File: config.mk
export PLATFORM = sky130hd
export DESIGN_NAME = nearest_neighbor_downscale_unit_flat
export DESIGN_NICKNAME = d
export VERILOG_FILES = /design/src/hdl/nnds_pkg.sv /design/src/hdl/nnds_stream_if.sv /design/src/hdl/nnds_core.sv /design/src/hdl/nearest_neighbor_downscale_unit.sv /design/src/flat_wrapper.sv
export SDC_FILE = /design/constraint.sdc
export NUM_CORES = 1
export LEC_CHECK = 0
export BUFFER_PORTS_ARGS = -buffer_cell sky130_fd_sc_hd__buf_2
export CAP_MARGIN = 20
export CORE_ASPECT_RATIO = 1.1
export CORE_MARGIN = 2
export CORE_UTILIZATION = 52
export CTS_CLUSTER_DIAMETER = 120
export DETAILED_ROUTE_END_ITERATION = 16
export GPL_ROUTABILITY_DRIVEN = 0
export PLACE_DENSITY = 0.66
export SETUP_SLACK_MARGIN = 0.2
export SYNTH_ARGS = -nofsm -noshare
export SYNTH_HDL_FRONTEND = slang
export SYNTH_SLANG_ARGS = --single-unit
export TNS_END_PERCENT = 1
File: constraint.sdc
create_clock -name i_clk -period 9.8 [get_ports i_clk]
set_input_delay 1.96 -clock i_clk [delete_from_list [all_inputs] [get_ports i_clk]]
set_output_delay 1.96 -clock i_clk [all_outputs]
set_load 0.02 [all_outputs]
File: src/hdl/nnds_pkg.sv
// ----------------------------------------------------------------------------
// nnds_pkg
// Shared types, codes and reset values of the nearest-neighbor downscaler.
// ----------------------------------------------------------------------------
package nnds_pkg;

    // Field and register widths.
    localparam int COMP_W      = 8;
    localparam int CFG_DIM_W   = 13;
    localparam int CFG_CU_W    = 3;
    localparam int CFG_DATA_W  = 13;
    localparam int CFG_INDEX_W = 3;

    // Default for the largest frame dimension handled.
    localparam int MAX_DIM_DEFAULT = 4096;

    // Register values after reset.
    localparam logic [CFG_DIM_W-1:0] RST_SOURCE_WIDTH    = 13'd640;
    localparam logic [CFG_DIM_W-1:0] RST_SOURCE_HEIGHT   = 13'd480;
    localparam logic [CFG_DIM_W-1:0] RST_TARGET_WIDTH    = 13'd640;
    localparam logic [CFG_DIM_W-1:0] RST_TARGET_HEIGHT   = 13'd480;
    localparam logic [CFG_CU_W-1:0]  RST_COMPONENTS_USED = 3'd4;

    // Register indexes of the configuration port.
    typedef enum logic [CFG_INDEX_W-1:0] {
        CFG_SOURCE_WIDTH    = 3'd0,
        CFG_SOURCE_HEIGHT   = 3'd1,
        CFG_TARGET_WIDTH    = 3'd2,
        CFG_TARGET_HEIGHT   = 3'd3,
        CFG_COMPONENTS_USED = 3'd4
    } t_cfg_index;

    // Result status codes.
    localparam logic STATUS_OK      = 1'b0;
    localparam logic STATUS_BAD_RES = 1'b1;

    // Configuration register set.
    typedef struct packed {
        logic [CFG_DIM_W-1:0] source_width;
        logic [CFG_DIM_W-1:0] source_height;
        logic [CFG_DIM_W-1:0] target_width;
        logic [CFG_DIM_W-1:0] target_height;
        logic [CFG_CU_W-1:0]  components_used;
    } t_cfg;

    // One source pixel.
    typedef struct packed {
        logic [COMP_W-1:0] comp0;
        logic [COMP_W-1:0] comp1;
        logic [COMP_W-1:0] comp2;
        logic [COMP_W-1:0] comp3;
    } t_pixel_in;

    // One result item.
    typedef struct packed {
        logic [COMP_W-1:0] out_comp0;
        logic [COMP_W-1:0] out_comp1;
        logic [COMP_W-1:0] out_comp2;
        logic [COMP_W-1:0] out_comp3;
        logic              row_end;
        logic              frame_end;
        logic              status;
    } t_pixel_out;

endpackage

File: src/hdl/nnds_stream_if.sv
// ----------------------------------------------------------------------------
// nnds_stream_if
// Valid/ready stream channel carrying one item of type T per handshake.
// ----------------------------------------------------------------------------
interface nnds_stream_if #(
    parameter type T = logic
);
    logic valid;
    logic ready;
    T     data;

    modport source (output valid, output data, input ready);
    modport sink   (input valid, input data, output ready);
endinterface

File: src/hdl/nnds_core.sv
// ----------------------------------------------------------------------------
// nnds_core
// Pixel selection: source and output position counters, rational step
// accumulators, and the result item for each kept pixel, or a status item.
// ----------------------------------------------------------------------------
module nnds_core #(
    parameter int MAX_DIM = nnds_pkg::MAX_DIM_DEFAULT
) (
    input  logic                 i_clk,
    input  logic                 i_rst_n,
    input  nnds_pkg::t_cfg       i_cfg,
    input  logic                 i_accept,
    input  nnds_pkg::t_pixel_in  i_pixel,
    output logic                 o_result_valid,
    output nnds_pkg::t_pixel_out o_result
);

    localparam int     DW     = $clog2(MAX_DIM + 1);
    localparam longint AccMax = longint'(MAX_DIM) * (longint'(MAX_DIM) + 64'sd1);
    localparam int     AW     = $clog2(AccMax + 64'sd1);
    localparam int     CW     = (DW > nnds_pkg::CFG_DIM_W) ? DW : nnds_pkg::CFG_DIM_W;

    // Clamp a register value to the supported dimension range.
    function automatic logic [DW-1:0] clamp_dim(
        input logic [nnds_pkg::CFG_DIM_W-1:0] v,
        input logic                           at_least_one
    );
        logic [CW-1:0] ext;
        ext = CW'(v);
        if (at_least_one && (ext == '0)) begin
            return DW'(1);
        end
        if (ext > CW'(MAX_DIM)) begin
            return DW'(MAX_DIM);
        end
        return DW'(ext);
    endfunction

    logic [DW-1:0] r_src_col, n_src_col;
    logic [DW-1:0] r_src_row, n_src_row;
    logic [DW-1:0] r_out_col, n_out_col;
    logic [DW-1:0] r_out_row, n_out_row;
    logic [AW-1:0] r_col_tacc, n_col_tacc;
    logic [AW-1:0] r_col_sacc, n_col_sacc;
    logic [AW-1:0] r_row_tacc, n_row_tacc;
    logic [AW-1:0] r_row_sacc, n_row_sacc;
    logic          r_row_kept, n_row_kept;
    logic          r_err, n_err;

    logic [DW-1:0]                sw, sh, tw, th;
    logic [nnds_pkg::CFG_CU_W-1:0] cu;
    logic                         first_pix;
    logic                         invalid;
    logic                         row_kept;
    logic                         col_hit;
    logic [DW:0]                  src_col_inc, src_row_inc, out_col_inc, out_row_inc;
    logic                         row_end;

    // Effective dimensions and component count.
    always_comb begin
        sw = clamp_dim(i_cfg.source_width, 1'b1);
        sh = clamp_dim(i_cfg.source_height, 1'b1);
        tw = clamp_dim(i_cfg.target_width, 1'b0);
        th = clamp_dim(i_cfg.target_height, 1'b0);
        if (i_cfg.components_used == '0) begin
            cu = 3'd1;
        end else if (i_cfg.components_used > 3'd4) begin
            cu = 3'd4;
        end else begin
            cu = i_cfg.components_used;
        end
    end

    // Selection tests and the result item.
    always_comb begin
        first_pix   = (r_src_col == '0) && (r_src_row == '0);
        invalid     = (tw > sw) || (th > sh);
        src_col_inc = {1'b0, r_src_col} + 1'b1;
        src_row_inc = {1'b0, r_src_row} + 1'b1;
        out_col_inc = {1'b0, r_out_col} + 1'b1;
        out_row_inc = {1'b0, r_out_row} + 1'b1;

        // The row decision is taken on the first pixel of each source row.
        if (r_src_col == '0) begin
            row_kept = (r_out_row < th) && (r_row_tacc < (r_row_sacc + AW'(th)));
        end else begin
            row_kept = r_row_kept;
        end
        col_hit = (r_out_col < tw) && (r_col_tacc < (r_col_sacc + AW'(tw)));
        row_end = (out_col_inc == {1'b0, tw});

        o_result_valid = 1'b0;
        o_result       = '0;
        if (invalid) begin
            if (first_pix && !r_err) begin
                o_result_valid     = 1'b1;
                o_result.frame_end = 1'b1;
                o_result.status    = nnds_pkg::STATUS_BAD_RES;
            end
        end else if (!r_err && row_kept && col_hit) begin
            o_result_valid     = 1'b1;
            o_result.out_comp0 = i_pixel.comp0;
            o_result.out_comp1 = (cu > 3'd1) ? i_pixel.comp1 : '0;
            o_result.out_comp2 = (cu > 3'd2) ? i_pixel.comp2 : '0;
            o_result.out_comp3 = (cu > 3'd3) ? i_pixel.comp3 : '0;
            o_result.row_end   = row_end;
            o_result.frame_end = row_end && (out_row_inc == {1'b0, th});
            o_result.status    = nnds_pkg::STATUS_OK;
        end
    end

    // Position and accumulator update for an accepted pixel.
    always_comb begin
        n_src_col  = r_src_col;
        n_src_row  = r_src_row;
        n_out_col  = r_out_col;
        n_out_row  = r_out_row;
        n_col_tacc = r_col_tacc;
        n_col_sacc = r_col_sacc;
        n_row_tacc = r_row_tacc;
        n_row_sacc = r_row_sacc;
        n_row_kept = r_row_kept;
        n_err      = r_err;
        if (i_accept) begin
            n_row_kept = row_kept;
            if (invalid) begin
                if (first_pix) begin
                    n_err = 1'b1;
                end
            end else if (!r_err && row_kept && col_hit) begin
                n_out_col  = DW'(out_col_inc);
                n_col_tacc = r_col_tacc + AW'(sw);
            end
            n_col_sacc = r_col_sacc + AW'(tw);

            if (src_col_inc >= {1'b0, sw}) begin
                // End of the source row.
                if (row_kept) begin
                    n_out_row  = DW'(out_row_inc);
                    n_row_tacc = r_row_tacc + AW'(sh);
                end
                n_row_sacc = r_row_sacc + AW'(th);
                n_src_col  = '0;
                n_out_col  = '0;
                n_col_tacc = '0;
                n_col_sacc = '0;
                if (src_row_inc >= {1'b0, sh}) begin
                    // End of the source frame.
                    n_src_row  = '0;
                    n_out_row  = '0;
                    n_row_tacc = '0;
                    n_row_sacc = '0;
                    n_row_kept = 1'b0;
                    n_err      = 1'b0;
                end else begin
                    n_src_row = DW'(src_row_inc);
                end
            end else begin
                n_src_col = DW'(src_col_inc);
            end
        end
    end

    // State registers.
    always_ff @(posedge i_clk) begin
        if (!i_rst_n) begin
            r_src_col  <= '0;
            r_src_row  <= '0;
            r_out_col  <= '0;
            r_out_row  <= '0;
            r_col_tacc <= '0;
            r_col_sacc <= '0;
            r_row_tacc <= '0;
            r_row_sacc <= '0;
            r_row_kept <= 1'b0;
            r_err      <= 1'b0;
        end else begin
            r_src_col  <= n_src_col;
            r_src_row  <= n_src_row;
            r_out_col  <= n_out_col;
            r_out_row  <= n_out_row;
            r_col_tacc <= n_col_tacc;
            r_col_sacc <= n_col_sacc;
            r_row_tacc <= n_row_tacc;
            r_row_sacc <= n_row_sacc;
            r_row_kept <= n_row_kept;
            r_err      <= n_err;
        end
    end

endmodule

File: src/hdl/nearest_neighbor_downscale_unit.sv
// ----------------------------------------------------------------------------
// nearest_neighbor_downscale_unit
// Nearest-neighbor downscaler over a raster-order pixel stream.
// ----------------------------------------------------------------------------
// The unit takes one source pixel per clock while ready is high: the column
// and row selection is one add and compare on the accumulators, done as the
// pixel is accepted, and a kept pixel is registered in the output register,
// or in the skid register while the output register is full. The two-entry
// output stage lets input keep flowing while a result waits; ready drops only
// when both entries hold results. Pixels that are not kept produce no item. A
// target larger than the source yields one status item on the first pixel of
// the frame; a zero target yields nothing.
module nearest_neighbor_downscale_unit #(
    parameter int MAX_DIM = nnds_pkg::MAX_DIM_DEFAULT
) (
    input  logic                               i_clk,
    input  logic                               i_rst_n,
    input  logic                               i_cfg_we,
    input  logic [nnds_pkg::CFG_INDEX_W-1:0]   i_cfg_index,
    input  logic [nnds_pkg::CFG_DATA_W-1:0]    i_cfg_data,
    nnds_stream_if.sink                        i_pix,
    nnds_stream_if.source                      o_pix
);

    nnds_pkg::t_cfg       r_cfg;
    logic                 accept;
    logic                 res_valid;
    nnds_pkg::t_pixel_out res;

    logic                 r_out_valid, n_out_valid;
    logic                 r_skid_valid, n_skid_valid;
    nnds_pkg::t_pixel_out r_out_data, n_out_data;
    nnds_pkg::t_pixel_out r_skid_data, n_skid_data;
    logic                 out_fire;

    // Configuration registers.
    always_ff @(posedge i_clk) begin
        if (!i_rst_n) begin
            r_cfg.source_width    <= nnds_pkg::RST_SOURCE_WIDTH;
            r_cfg.source_height   <= nnds_pkg::RST_SOURCE_HEIGHT;
            r_cfg.target_width    <= nnds_pkg::RST_TARGET_WIDTH;
            r_cfg.target_height   <= nnds_pkg::RST_TARGET_HEIGHT;
            r_cfg.components_used <= nnds_pkg::RST_COMPONENTS_USED;
        end else if (i_cfg_we) begin
            case (i_cfg_index)
                nnds_pkg::CFG_SOURCE_WIDTH: begin
                    r_cfg.source_width <= i_cfg_data;
                end
                nnds_pkg::CFG_SOURCE_HEIGHT: begin
                    r_cfg.source_height <= i_cfg_data;
                end
                nnds_pkg::CFG_TARGET_WIDTH: begin
                    r_cfg.target_width <= i_cfg_data;
                end
                nnds_pkg::CFG_TARGET_HEIGHT: begin
                    r_cfg.target_height <= i_cfg_data;
                end
                nnds_pkg::CFG_COMPONENTS_USED: begin
                    r_cfg.components_used <= i_cfg_data[nnds_pkg::CFG_CU_W-1:0];
                end
                default: begin
                end
            endcase
        end
    end

    // Input handshake: blocked only while both output entries are full.
    assign i_pix.ready = !r_skid_valid;
    assign accept      = i_pix.valid && !r_skid_valid;

    nnds_core #(
        .MAX_DIM (MAX_DIM)
    ) u_core (
        .i_clk          (i_clk),
        .i_rst_n        (i_rst_n),
        .i_cfg          (r_cfg),
        .i_accept       (accept),
        .i_pixel        (i_pix.data),
        .o_result_valid (res_valid),
        .o_result       (res)
    );

    // Output register and skid register.
    always_comb begin
        out_fire     = r_out_valid && o_pix.ready;
        n_out_valid  = r_out_valid;
        n_skid_valid = r_skid_valid;
        n_out_data   = r_out_data;
        n_skid_data  = r_skid_data;
        if (r_skid_valid) begin
            if (out_fire) begin
                n_out_data   = r_skid_data;
                n_skid_valid = 1'b0;
            end
        end else if (accept && res_valid) begin
            if (!r_out_valid || out_fire) begin
                n_out_valid = 1'b1;
                n_out_data  = res;
            end else begin
                n_skid_valid = 1'b1;
                n_skid_data  = res;
            end
        end else if (out_fire) begin
            n_out_valid = 1'b0;
        end
    end

    always_ff @(posedge i_clk) begin
        if (!i_rst_n) begin
            r_out_valid  <= 1'b0;
            r_skid_valid <= 1'b0;
        end else begin
            r_out_valid  <= n_out_valid;
            r_skid_valid <= n_skid_valid;
        end
    end

    always_ff @(posedge i_clk) begin
        r_out_data  <= n_out_data;
        r_skid_data <= n_skid_data;
    end

    assign o_pix.valid = r_out_valid;
    assign o_pix.data  = r_out_data;

endmodule
File: src/flat_wrapper.sv
// flat-port wrapper written by rule: the top's interface ports become plain ports
module nearest_neighbor_downscale_unit_flat 
#(
    parameter int MAX_DIM = nnds_pkg::MAX_DIM_DEFAULT
)
  (i_clk, i_rst_n, i_cfg_we, i_cfg_index, i_cfg_data, i_pix_valid, i_pix_data, i_pix_ready, o_pix_valid, o_pix_data, o_pix_ready);
  nnds_stream_if i_pix_i ();
  nnds_stream_if o_pix_i ();
  input  logic i_clk;
  input  logic i_rst_n;
  input  logic i_cfg_we;
  input  logic [nnds_pkg::CFG_INDEX_W-1:0] i_cfg_index;
  input  logic [nnds_pkg::CFG_DATA_W-1:0] i_cfg_data;
  input wire logic [$bits(i_pix_i.valid)-1:0] i_pix_valid;
  input wire logic [$bits(i_pix_i.data)-1:0] i_pix_data;
  output wire logic [$bits(i_pix_i.ready)-1:0] i_pix_ready;
  output wire logic [$bits(o_pix_i.valid)-1:0] o_pix_valid;
  output wire logic [$bits(o_pix_i.data)-1:0] o_pix_data;
  input wire logic [$bits(o_pix_i.ready)-1:0] o_pix_ready;
  assign i_pix_i.valid = i_pix_valid;
  assign i_pix_i.data = i_pix_data;
  assign i_pix_ready = i_pix_i.ready;
  assign o_pix_valid = o_pix_i.valid;
  assign o_pix_data = o_pix_i.data;
  assign o_pix_i.ready = o_pix_ready;
  nearest_neighbor_downscale_unit #(.MAX_DIM(MAX_DIM)) u_core (.i_clk(i_clk), .i_rst_n(i_rst_n), .i_cfg_we(i_cfg_we), .i_cfg_index(i_cfg_index), .i_cfg_data(i_cfg_data), .i_pix(i_pix_i), .o_pix(o_pix_i));
endmodule
==> results of run 1 <==
-- synth_stat cells (all sizes together), types with 10 or more instances --
cell type,n
and3,30
o31ai,34
nor4,17
nand4,32
dfxtp,208
ha,182
a211oi,17
xor2,40
nand2b,23
nor3,37
o21a,10
or3,17
nand2,280
a21oi,162
nor2,136
inv,90
clkbuf,65
a22oi,21
nand3b,20
and2,12
or2,10
nor2b,10
or4,28
a21o,31
o21ai,86
xnor2,51
nand3,70
a31oi,18
-- power groups by stage --
stage / combinational, mW / clock [mW] / sequential [mW]
after global placement: 0.287 / 0 / 0.910
final: 0.296 / 1.09 / 0.892
after global routing: 0.324 / 1.13 / 0.894
after floorplan: 0.202 / 0 / 0.910
after detailed placement: 0.293 / 0 / 0.911
after CTS: 0.294 / 1.10 / 0.892
-- critical path: cells and delay by family, from the launching register on --
family	cells	cell delay, ps
buffers and inverters	3	660
adder cells (fa/ha/maj)	2	610
XOR/XNOR	1	200
AO/OA/AOI/OAI	10	2160
flip-flops	1	520
AND/OR/NAND/NOR	8	2490
-- per-layer routing --
| layer | wire length (µm) | GRT usage [%] | up-vias |
|---|---|---|---|
| li1 | - | - | 6652 |
| met1 | 17220 | 32.99 | 6301 |
| met2 | 19640 | 48.07 | 274 |
| met3 | 1560 | 2.938 | 71 |
| met4 | 1250 | 8.813 | 0 |
| met5 | 0 | 0 | - |
-- flip-flops by register name, summed over array words and instances (netlist names) --
| signal | cells |
|---|---|
| u_core.u_core.r_col_tacc | 25 |
| u_core.u_core.r_out_row | 13 |
| u_core.u_core.r_err | 1 |
| u_core.o_pix.data | 1 |
| u_core.u_core.r_src_col | 13 |
| u_core.u_core.r_row_kept | 1 |
| u_core.o_pix.valid | 1 |
| u_core.r_skid_data | 1 |
| u_core.r_cfg | 52 |
| u_core.u_core.r_out_col | 13 |
| u_core.u_core.r_row_sacc | 25 |
| u_core.r_skid_valid | 1 |
| u_core.u_core.r_col_sacc | 25 |
| u_core.u_core.r_row_tacc | 25 |
| u_core.u_core.r_src_row | 13 |
-- final cells by class --
type                       instances  area, µm²  area share, %
inverter                          91      342.8          2.162
multi-input combinational       1474       9652          60.87
tap                              363      454.2          2.865
clock buffer                      33      715.7          4.514
sequential                       210       4224          26.64
clock inverter                    12      239.0          1.507
timing repair buffer              38      227.7          1.436
-- stage by stage --
stage / instances / setup WS [ps] / power [mW] / utilization [%] / cell area, µm²
2_1_floorplan: 1848 / 4587 / 1.112 / - / 14490
3_3_place_gp: 2176 / 3290 / 1.197 / 53.94 / 14900
3_5_place_dp: 2176 / 3229 / 1.203 / 53.94 / 14900
4_1_cts: 2221 / 3172 / 2.286 / 57.39 / 15860
5_1_grt: 2221 / 2665 / 2.347 / 57.39 / 15860
6_report: 2221 / 3034 / 2.274 / 57.39 / 15860
-- kinds of logic after synthesis --
logic type      Yosys count
compound gates          458
xor+xnor                 91
fa+ha+maj               186
buf+inv                 164
flops                   210
mux                       8
simple gates            731
-- worst max path at each step --
stage / end / depth (start not counted) / slack, ps / from
after CTS: u_core.u_core.r_col_tacc[19]$_SDFFE_PN0P_ / 24 / 3170 / u_core.r_cfg[15]$_SDFFE_PN0P_
final: u_core.u_core.r_col_tacc[19]$_SDFFE_PN0P_ / 24 / 3030 / u_core.r_cfg[15]$_SDFFE_PN0P_
after global routing: u_core.u_core.r_col_tacc[24]$_SDFFE_PN0P_ / 24 / 2660 / u_core.r_cfg[15]$_SDFFE_PN0P_
after global placement: u_core.u_core.r_col_tacc[21]$_SDFFE_PN0P_ / 21 / 3290 / u_core.r_cfg[15]$_SDFFE_PN0P_
after floorplan: u_core.u_core.r_out_col[11]$_SDFFE_PN0P_ / 26 / 4590 / u_core.r_cfg[15]$_SDFFE_PN0P_
after detailed placement: u_core.u_core.r_col_tacc[19]$_SDFFE_PN0P_ / 24 / 3230 / u_core.r_cfg[15]$_SDFFE_PN0P_
==> results.cfg, run 1 <==
[worst_setup_path]
path_cells = inv_1 -> nand2_1 -> inv_1 -> ha_1 -> nor2b_1 -> o21ai_0 -> a21oi_1 -> o21ai_0 -> a211o_1 -> nand4_1 -> and2_1 -> nand2_1 -> xor2_1 -> ha_1 -> a21o_1 -> a21o_1 -> a21oi_1 -> o211ai_1 -> or4_1 -> o211a_1 -> or2_1 -> buf_4 -> or4_1 -> a21oi_1
r2r_setup_slack_ps = 3030
worstReg2RegStart = u_core.r_cfg[15]$_SDFFE_PN0P_
ff2ff_path_depth = 24
worst_path_most_repeated_cell = a21oi_1
worst_path_max_delay_cell = or4_1
critPathKind = flip-flop to flip-flop
path_max_fanout = 51
worst_setup_path_start_kind = flip-flop
worstSetupEndpointType = flip-flop
regToRegEndpoint = u_core.u_core.r_col_tacc[19]$_SDFFE_PN0P_
critPathArrivalTime_ps = 7220
worstPathRequired_ps = 10250
delay_contributed_by_the_slowest_stage_of_the_critical_path_ps = 560

[clock_network]
tritoncts_num_sinks = 210
cts_tree = yes
cts_setup_buffers = 0
clockRootBuffer = clkbuf_16
numCtsBuffers = 25
cts_max_path_bufs = 3
postCtsResizedCells = 0
count_of_h_tree_levels_built_during_cts = 1
path_clk_slew_ps = 60
worstSkewPairLatency_ps = 540
ctsHoldBuffers = 0

[sta]
maxClockFrequency_ghz = 0.1478
rsz0062_at_grt = false
finalWorstPathRequiredPeriod_ps = 6766
worst_slew_pin_slew_ps = 1054
skew_ps = 15.31
max_slew_margin_pct = 29.51
finalHoldWorstSlack_ps = 456.8
timing_max_transition_violations_final = 0
report.final.setup_viol = 0
finalHoldViolations = 0
setup-tns-final_ps = 0
finalCritPeriodShare_pct = 69.04

[power]
combinationalPowerShare_pct = 13.0
vdd.ir_drop.worst_mv = 0.1284
power.density_cell_area_mw_per_mm2 = 143.4
switchingPower_mw = 0.6062
power_report.internal_total_mw = 1.667
share_clk_of_total_power_pct = 47.7
switching_share_pct = 26.66
leakagePower_nw = 6.725
seq_power_share_pct = 39.2

[logic_synthesis]
synth_top_cells_by_area = dfxtp_1 29%, ha_1 16%, nand2_1 7.3%
yosysTopAreaCellShare_pct = 28.74
synth-edff-count = 2
syn_nets = 2056
netlist_instances = 1848
syn_area_mm2 = 0.01449
dominant_combinational_cell_family_by_area_after_synthesis = simple AND/OR/NAND/NOR gates
synth_compound_area_share_pct = 20.01
yosys.area_share.adder_pct = 16.27
number_of_distinct_library_cell_variants_in_the_gate_level_netlist_after_synthesis = 68
seq_total_area_yosys_pct = 29.15
ys_async_sr_fraction_pct = 0
flops_latches_synth = 210
synthesis.yosys.warnings = 0
yosys.area_share.simple_pct = 24.10
synth_area_leader_cell = dfxtp_1
yosys-mux-area-fraction_pct = 0.5527
synth-xor-area-share_pct = 5.501
dominantRegCellSynth = dfxtp_1
synth_area_per_cell_um2 = 7.840

[global_route]
groute.usage.overall_pct = 26.65
grt_max_degree = 66
grt_pass1_vias = 12307
wire_length_of_the_first_global_routing_pass_um = 62960
grt_antenna_before_repair = 0
grt-ovfl-total = 0

[placement]
post-dp-hpwl_um = 28850
number_of_input_and_output_port_buffers_inserted = 23

[die]
floorplan.die_area_mm2 = 0.02922
top_level_ports = 25
initial_utilization_pct = 52.45
die-height_um = 179.1
floorplan.core_area_mm2 = 0.02763
dieWidth_um = 163.2
placement_rows = 64

[cells_and_area]
final_layout_size_suffix_gt1_share_pct = 5.651
antenna-diode-count = 0
mostFrequentLayoutCell = nand2_1
nets_finish = 2048
area_growth_from_synthesis_to_layout_pct = 9.430
top_library_cells_by_usage_in_the_layout_fill_and_taps_aside = 280 x nand2_1, 208 x dfxtp_1, 182 x ha_1
filler_cell_count = 2567

[hold_path]
holdCritStartpoint = u_core.r_cfg[16]$_SDFFE_PN0P_
min_path_cells = 2
min_delay_worst_type = flip-flop to flip-flop
worst_hold_path.endpoint = u_core.r_cfg[16]$_SDFFE_PN0P_

[routing]
vias_per_cell = 5.987
postRouteAntennaNets = 0
drt_drc_violations_left = 0
postRouteWirelength_um = 39670
detailroute.via_count = 13298
initialDrtViolationCount = 805
wl_per_cell_um = 17.86
detailedRoute.firstPassIterationCount = 5

[outcome]
status = finished clean

[run]
cap_violations = 0
(Power assumes the default switching activity.)
==> inputs of run 2 (changes only) <==
--- a/config.mk
+++ b/config.mk
@@ -13,7 +13,7 @@
 export CTS_CLUSTER_DIAMETER = 120
 export DETAILED_ROUTE_END_ITERATION = 16
 export GPL_ROUTABILITY_DRIVEN = 0
-export PLACE_DENSITY = 0.66
+export PLACE_DENSITY = 0.69
 export SETUP_SLACK_MARGIN = 0.2
 export SYNTH_ARGS = -nofsm -noshare
 export SYNTH_HDL_FRONTEND = slang
==> constraint.sdc (replaced) <==
create_clock -name i_clk -period 5.45 [get_ports i_clk]
set_input_delay 1.09 -clock i_clk [delete_from_list [all_inputs] [get_ports i_clk]]
set_output_delay 1.09 -clock i_clk [all_outputs]
set_load 0.02 [all_outputs]
==> results.cfg, run 2 (same netlist as run 1, synthesis figures left out) <==
[run]
cap_violations = 0

[global_route]
grt_antenna_before_repair = 0
groute.usage.overall_pct = 27.36
grt_max_degree = 86
grt_pass1_vias = 12737
grt-ovfl-total = 0
wire_length_of_the_first_global_routing_pass_um = 64520

[worst_setup_path]
worst_setup_path_start_kind = flip-flop
ff2ff_path_depth = 23
worstPathRequired_ps = 5900
regToRegEndpoint = u_core.u_core.r_out_col[5]$_SDFFE_PN0P_
r2r_setup_slack_ps = 40
critPathKind = flip-flop to flip-flop
worst_path_max_delay_cell = or4_4
path_max_fanout = 10
worstSetupEndpointType = flip-flop
worstReg2RegStart = u_core.r_cfg[15]$_SDFFE_PN0P_
critPathArrivalTime_ps = 5860
path_cells = buf_6 -> inv_4 -> nand2_2 -> inv_1 -> ha_1 -> a21oi_2 -> o2111ai_2 -> a311oi_2 -> o21bai_1 -> a21oi_1 -> buf_4 -> nand3b_1 -> xnor2_1 -> ha_1 -> a21o_1 -> a21oi_2 -> o211ai_1 -> or4_4 -> o211a_4 -> or2_4 -> buf_12 -> or4_1 -> a21oi_1
delay_contributed_by_the_slowest_stage_of_the_critical_path_ps = 570

[cells_and_area]
mostFrequentLayoutCell = nand2_1
nets_finish = 2106
largest_register_ffs = 52
regMostFlops = u_core.r_cfg
final-instance-count-excl-fill = 2280
top_library_cells_by_usage_in_the_layout_fill_and_taps_aside = 276 x nand2_1, 206 x dfxtp_1, 174 x ha_1
antenna-diode-count = 0
final_area_mm2 = 0.01666
area_growth_from_synthesis_to_layout_pct = 15.01
final_layout_size_suffix_gt1_share_pct = 11.68

[sta]
timing_max_transition_violations_final = 0
finalHoldViolations = 0
finalWorstPathRequiredPeriod_ps = 5406
max_slew_margin_pct = 27.69
worst_slew_pin_slew_ps = 1078
rsz0062_at_grt = true
report.final.setup_viol = 0
finalHoldWorstSlack_ps = 456.2
skew_ps = 26.28
maxClockFrequency_ghz = 0.1850
setup-tns-final_ps = 0
postLayoutSetupSlackWorst_ps = 43.97
finalCritPeriodShare_pct = 99.19

[die]
placement_rows = 64
floorplan.die_area_mm2 = 0.02922
die-height_um = 179.1
floorplan.core_area_mm2 = 0.02763
initial_utilization_pct = 52.45
dieWidth_um = 163.2
top_level_ports = 25

[routing]
vias_per_cell = 6.029
drt_drc_violations_left = 0
postRouteWirelength_um = 41610
wl_per_cell_um = 18.25
detailedRoute.firstPassIterationCount = 7
detailroute.via_count = 13747
initialDrtViolationCount = 922
postRouteAntennaNets = 0

[placement]
post-dp-hpwl_um = 29970
number_of_input_and_output_port_buffers_inserted = 23
pre_cts_ws_ps = -34.75
place_area_mm2 = 0.01524
dp_cells = 2214

[power]
vdd.ir_drop.worst_mv = 0.2379
power.density_cell_area_mw_per_mm2 = 249.4
leakagePower_nw = 7.043

[clock_network]
cts_max_path_bufs = 3
path_clk_slew_ps = 60
tritoncts_num_sinks = 210
ctsHoldBuffers = 0
worstSkewPairLatency_ps = 550
clockRootBuffer = clkbuf_16
count_of_h_tree_levels_built_during_cts = 1
cts_tree = yes
numCtsBuffers = 25

[hold_path]
min_path_cells = 2
worst_hold_path.endpoint = u_core.r_cfg[27]$_SDFFE_PN0P_
min_delay_worst_type = flip-flop to flip-flop
holdCritStartpoint = u_core.r_cfg[27]$_SDFFE_PN0P_

[outcome]
status = finished clean
-- run 2: cell types whose count changed in the layout (fill, tap and decap cells not counted), sizes merged --
| cell | delta |
|---|---|
| clkinvlp | +4 |
| bufbuf | +1 |
| clkbuf | -4 |
| inv | +1 |
| buf | +56 |
| clkinv | +1 |
-- run 2: area by class of cell --
class	count	area, µm²
fill	2504	10960
multi-input combinational	1474	9925
sequential	210	4229
timing repair buffer	96	767.0
clock buffer	28	656.9
tap	363	454.2
inverter	91	345.3
clock inverter	18	286.5
-- run 2: worst max-delay path: cells and delay by family, from the launching register on --
| family | cells | cell delay, ps |
|---|---|---|
| adders and majority gates | 2 | 580 |
| and+or+nand+nor | 5 | 1650 |
| xor gates and xnor gates | 1 | 160 |
| DFF | 1 | 370 |
| buffers and inverters | 5 | 590 |
| AOI/OAI and AO/OA | 10 | 1970 |
-- run 2: worst max path at each step --
stage,start,end,slack (ps),depth (start not counted)
after floorplan,u_core.r_cfg[15]$_SDFFE_PN0P_,u_core.u_core.r_out_col[11]$_SDFFE_PN0P_,240,26
after global routing,u_core.r_cfg[15]$_SDFFE_PN0P_,u_core.u_core.r_out_col[7]$_SDFFE_PN0P_,-120,23
after detailed placement,u_core.r_cfg[3]$_SDFFE_PN0P_,u_core.u_core.r_out_col[5]$_SDFFE_PN0P_,-30,24
after global placement,u_core.r_cfg[3]$_SDFFE_PN0P_,u_core.u_core.r_col_tacc[24]$_SDFFE_PN0P_,9,24
after CTS,u_core.r_cfg[15]$_SDFFE_PN0P_,u_core.u_core.r_col_tacc[24]$_SDFFE_PN0P_,200,24
final,u_core.r_cfg[15]$_SDFFE_PN0P_,u_core.u_core.r_out_col[5]$_SDFFE_PN0P_,40,23
-- run 2: routing by layer --
layer  global-route usage [%]  wire length (µm)  vias to the layer above
li1                         -                 -                     6770
met5                        0                 0                        -
met1                    33.30             17740                     6523
met4                    12.21              1906                        0
met2                    48.08             20020                      346
met3                    3.655              1936                      108
-- run 2: metrics by stage --
step	util, %	power, mW
2_1_floorplan	-	1.999
3_3_place_gp	55.12	2.182
3_5_place_dp	55.15	2.195
4_1_cts	59.04	4.143
5_1_grt	60.32	4.298
6_report	60.32	4.156
-- run 2: power breakdown --
part,switching (mW),internal (mW),leakage (nW),total (mW)
clock network,0.721,1.20,0.452,1.92
registers,0.0297,1.57,1.70,1.60
logic,0.382,0.246,4.89,0.627
total,1.13,3.02,7.04,4.16
-- run 2: timing repair --
item                       4_1_cts  5_1_grt
gates resized for setup         21       55
setup buffers                    4       13
setup endpoints to repair       67       78
pin swaps                        5       24
gates cloned                     1        2
==> inputs of run 3 (changes only) <==
--- a/config.mk
+++ b/config.mk
@@ -13,7 +13,7 @@
 export CTS_CLUSTER_DIAMETER = 120
 export DETAILED_ROUTE_END_ITERATION = 16
 export GPL_ROUTABILITY_DRIVEN = 0
-export PLACE_DENSITY = 0.69
+export PLACE_DENSITY = 0.74
 export SETUP_SLACK_MARGIN = 0.2
 export SYNTH_ARGS = -nofsm -noshare
 export SYNTH_HDL_FRONTEND = slang
==> results.cfg, run 3 (same netlist as run 1, synthesis figures left out) <==
[cells_and_area]
area_growth_from_synthesis_to_layout_pct = 13.89
regMostFlops = u_core.r_cfg
fin_util_pct = 59.73
largest_register_ffs = 52
mostFrequentLayoutCell = nand2_1
filler_cell_count = 2451
antenna-diode-count = 0
nets_finish = 2114
final-instance-count-excl-fill = 2287
top_library_cells_by_usage_in_the_layout_fill_and_taps_aside = 277 x nand2_1, 206 x dfxtp_1, 180 x ha_1
final_layout_size_suffix_gt1_share_pct = 11.12

[power]
seq_power_share_pct = 41.3
vdd.ir_drop.worst_mv = 0.2922
power.density_cell_area_mw_per_mm2 = 235.8
share_clk_of_total_power_pct = 42.7
switching_share_pct = 28.07
power_report.internal_total_mw = 2.799
leakagePower_nw = 7.041
switchingPower_mw = 1.092
combinationalPowerShare_pct = 16.0

[global_route]
wire_length_of_the_first_global_routing_pass_um = 64750
grt_antenna_before_repair = 0
grt_pass1_vias = 13298
grt_max_degree = 101
grt-ovfl-total = 0
groute.usage.overall_pct = 27.21

[sta]
max_slew_margin_pct = 23.83
rsz0062_at_grt = true
finalCritPeriodShare_pct = 95.95
worst_slew_pin_slew_ps = 1143
finalHoldViolations = 0
maxClockFrequency_ghz = 0.1912
postLayoutSetupSlackWorst_ps = 220.5
timing_max_transition_violations_final = 0
report.final.setup_viol = 0
skew_ps = 17.01
finalWorstPathRequiredPeriod_ps = 5230

[clock_network]
numCtsBuffers = 25
cts_tree = yes
ctsHoldBuffers = 0
clockRootBuffer = clkbuf_16
count_of_h_tree_levels_built_during_cts = 1
tritoncts_num_sinks = 210
path_clk_slew_ps = 60
cts_max_path_bufs = 3
worstSkewPairLatency_ps = 540

[routing]
vias_per_cell = 6.056
initialDrtViolationCount = 955
wl_per_cell_um = 17.72
postRouteAntennaNets = 0
postRouteWirelength_um = 40530
detailedRoute.firstPassIterationCount = 5
detailroute.via_count = 13851
drt_drc_violations_left = 0

[run]
cap_violations = 0

[die]
initial_utilization_pct = 52.45
top_level_ports = 25
placement_rows = 64
dieWidth_um = 163.2
die-height_um = 179.1
floorplan.core_area_mm2 = 0.02763
floorplan.die_area_mm2 = 0.02922

[worst_setup_path]
worstSetupStartpoint = u_core.r_cfg[3]$_SDFFE_PN0P_
worst_setup_path_start_kind = flip-flop
worstReg2RegStart = u_core.r_cfg[3]$_SDFFE_PN0P_
critPathKind = flip-flop to flip-flop
worstSetupEndpointType = flip-flop
r2r_setup_slack_ps = 220
critPathArrivalTime_ps = 5700
worstPathRequired_ps = 5920
path_max_fanout = 7

[placement]
number_of_input_and_output_port_buffers_inserted = 23
post-dp-hpwl_um = 29860
pre_cts_ws_ps = -163.9
dp_cells = 2230

[hold_path]
holdCritStartpoint = u_core.r_cfg[6]$_SDFFE_PN0P_
min_delay_worst_type = flip-flop to flip-flop

[outcome]
status = finished clean
run 3: cell types whose count changed in the layout (fill, tap and decap cells not counted), sizes merged:
| cell | before | now |
|---|---|---|
| bufbuf | 1 | 0 |
| inv | 92 | 93 |
| clkinv | 6 | 5 |
| bufinv | 7 | 1 |
| clkinvlp | 4 | 3 |
| clkbuf | 29 | 36 |
| buf | 94 | 102 |
run 3: stage by stage:
stage                     TNS (ps)  instance area (µm²)  hold slack (ps)  total power, mW
after floorplan                  0                14490            431.5            1.999
after global placement       -4583                15380            442.5            2.193
after detailed placement     -5149                15380            448.2            2.209
after CTS                        0                16270            457.3            3.876
after global routing             0                16500            483.2            4.038
final                            0                16500            456.4            3.891
run 3: area by class of cell:
class | count | area, µm² | share of cell area [%]
Clock buffer | 34 | 719.4 | 4.360
Tap cell | 363 | 454.2 | 2.752
Timing Repair Buffer | 104 | 840.8 | 5.095
Sequential cell | 210 | 4227 | 25.61
Inverter | 91 | 342.8 | 2.077
Clock inverter | 11 | 93.84 | 0.5687
Multi-Input combinational cell | 1474 | 9824 | 59.53
run 3: worst paths after layout:
kind / depth (start not counted) / endpoint
worst max-delay path: 24 / u_core.u_core.r_col_tacc[24]$_SDFFE_PN0P_
worst max register to register: 24 / u_core.u_core.r_col_tacc[24]$_SDFFE_PN0P_
worst min register to register: 2 / u_core.r_cfg[6]$_SDFFE_PN0P_
worst min-delay path: 2 / u_core.r_cfg[6]$_SDFFE_PN0P_
run 3: metal layers:
layer / vias up / wire (µm) / GRT usage, %
met2: 412 / 19890 / 48.82
met5: - / 0 / 0
li1: 6778 / - / -
met3: 117 / 1930 / 3.146
met1: 6544 / 16600 / 32.00
met4: 0 / 2110 / 13.64
run 3: repair_timing:
action                                 CTS  global route
setup endpoints to repair               80            75
gates cloned                             0             2
pin swaps                               10            28
buffers inserted                         3             6
endpoints found under the hold margin    0             0
resized for setup                       17            37
run 3: power groups by stage:
stage	Clock, mW	Combinational, mW	Sequential (mW)
after floorplan	0	0.364	1.64
after global placement	0	0.556	1.64
after detailed placement	0	0.571	1.64
after CTS	1.69	0.583	1.60
after global routing	1.75	0.677	1.61
final	1.66	0.623	1.61
run 3: worst max-delay path, stage by stage (launching register included):
cell and delay (ps):
dfxtp_2 320, nor2b_4 160, ha_4 140, inv_1 50, fa_2 360, nor2b_2 140, o21ai_2 80, a21oi_2 170
o21ai_2 80, a211o_1 260, nand4_1 180, and2_4 250, nand2_2 60, xor2_1 150, ha_1 320, a21o_1 160
a21o_1 160, a21oi_2 120, o211ai_1 110, or4_4 480, o211a_4 270, or2_4 310, clkbuf_16 170, or4_1 500
a21oi_1 130
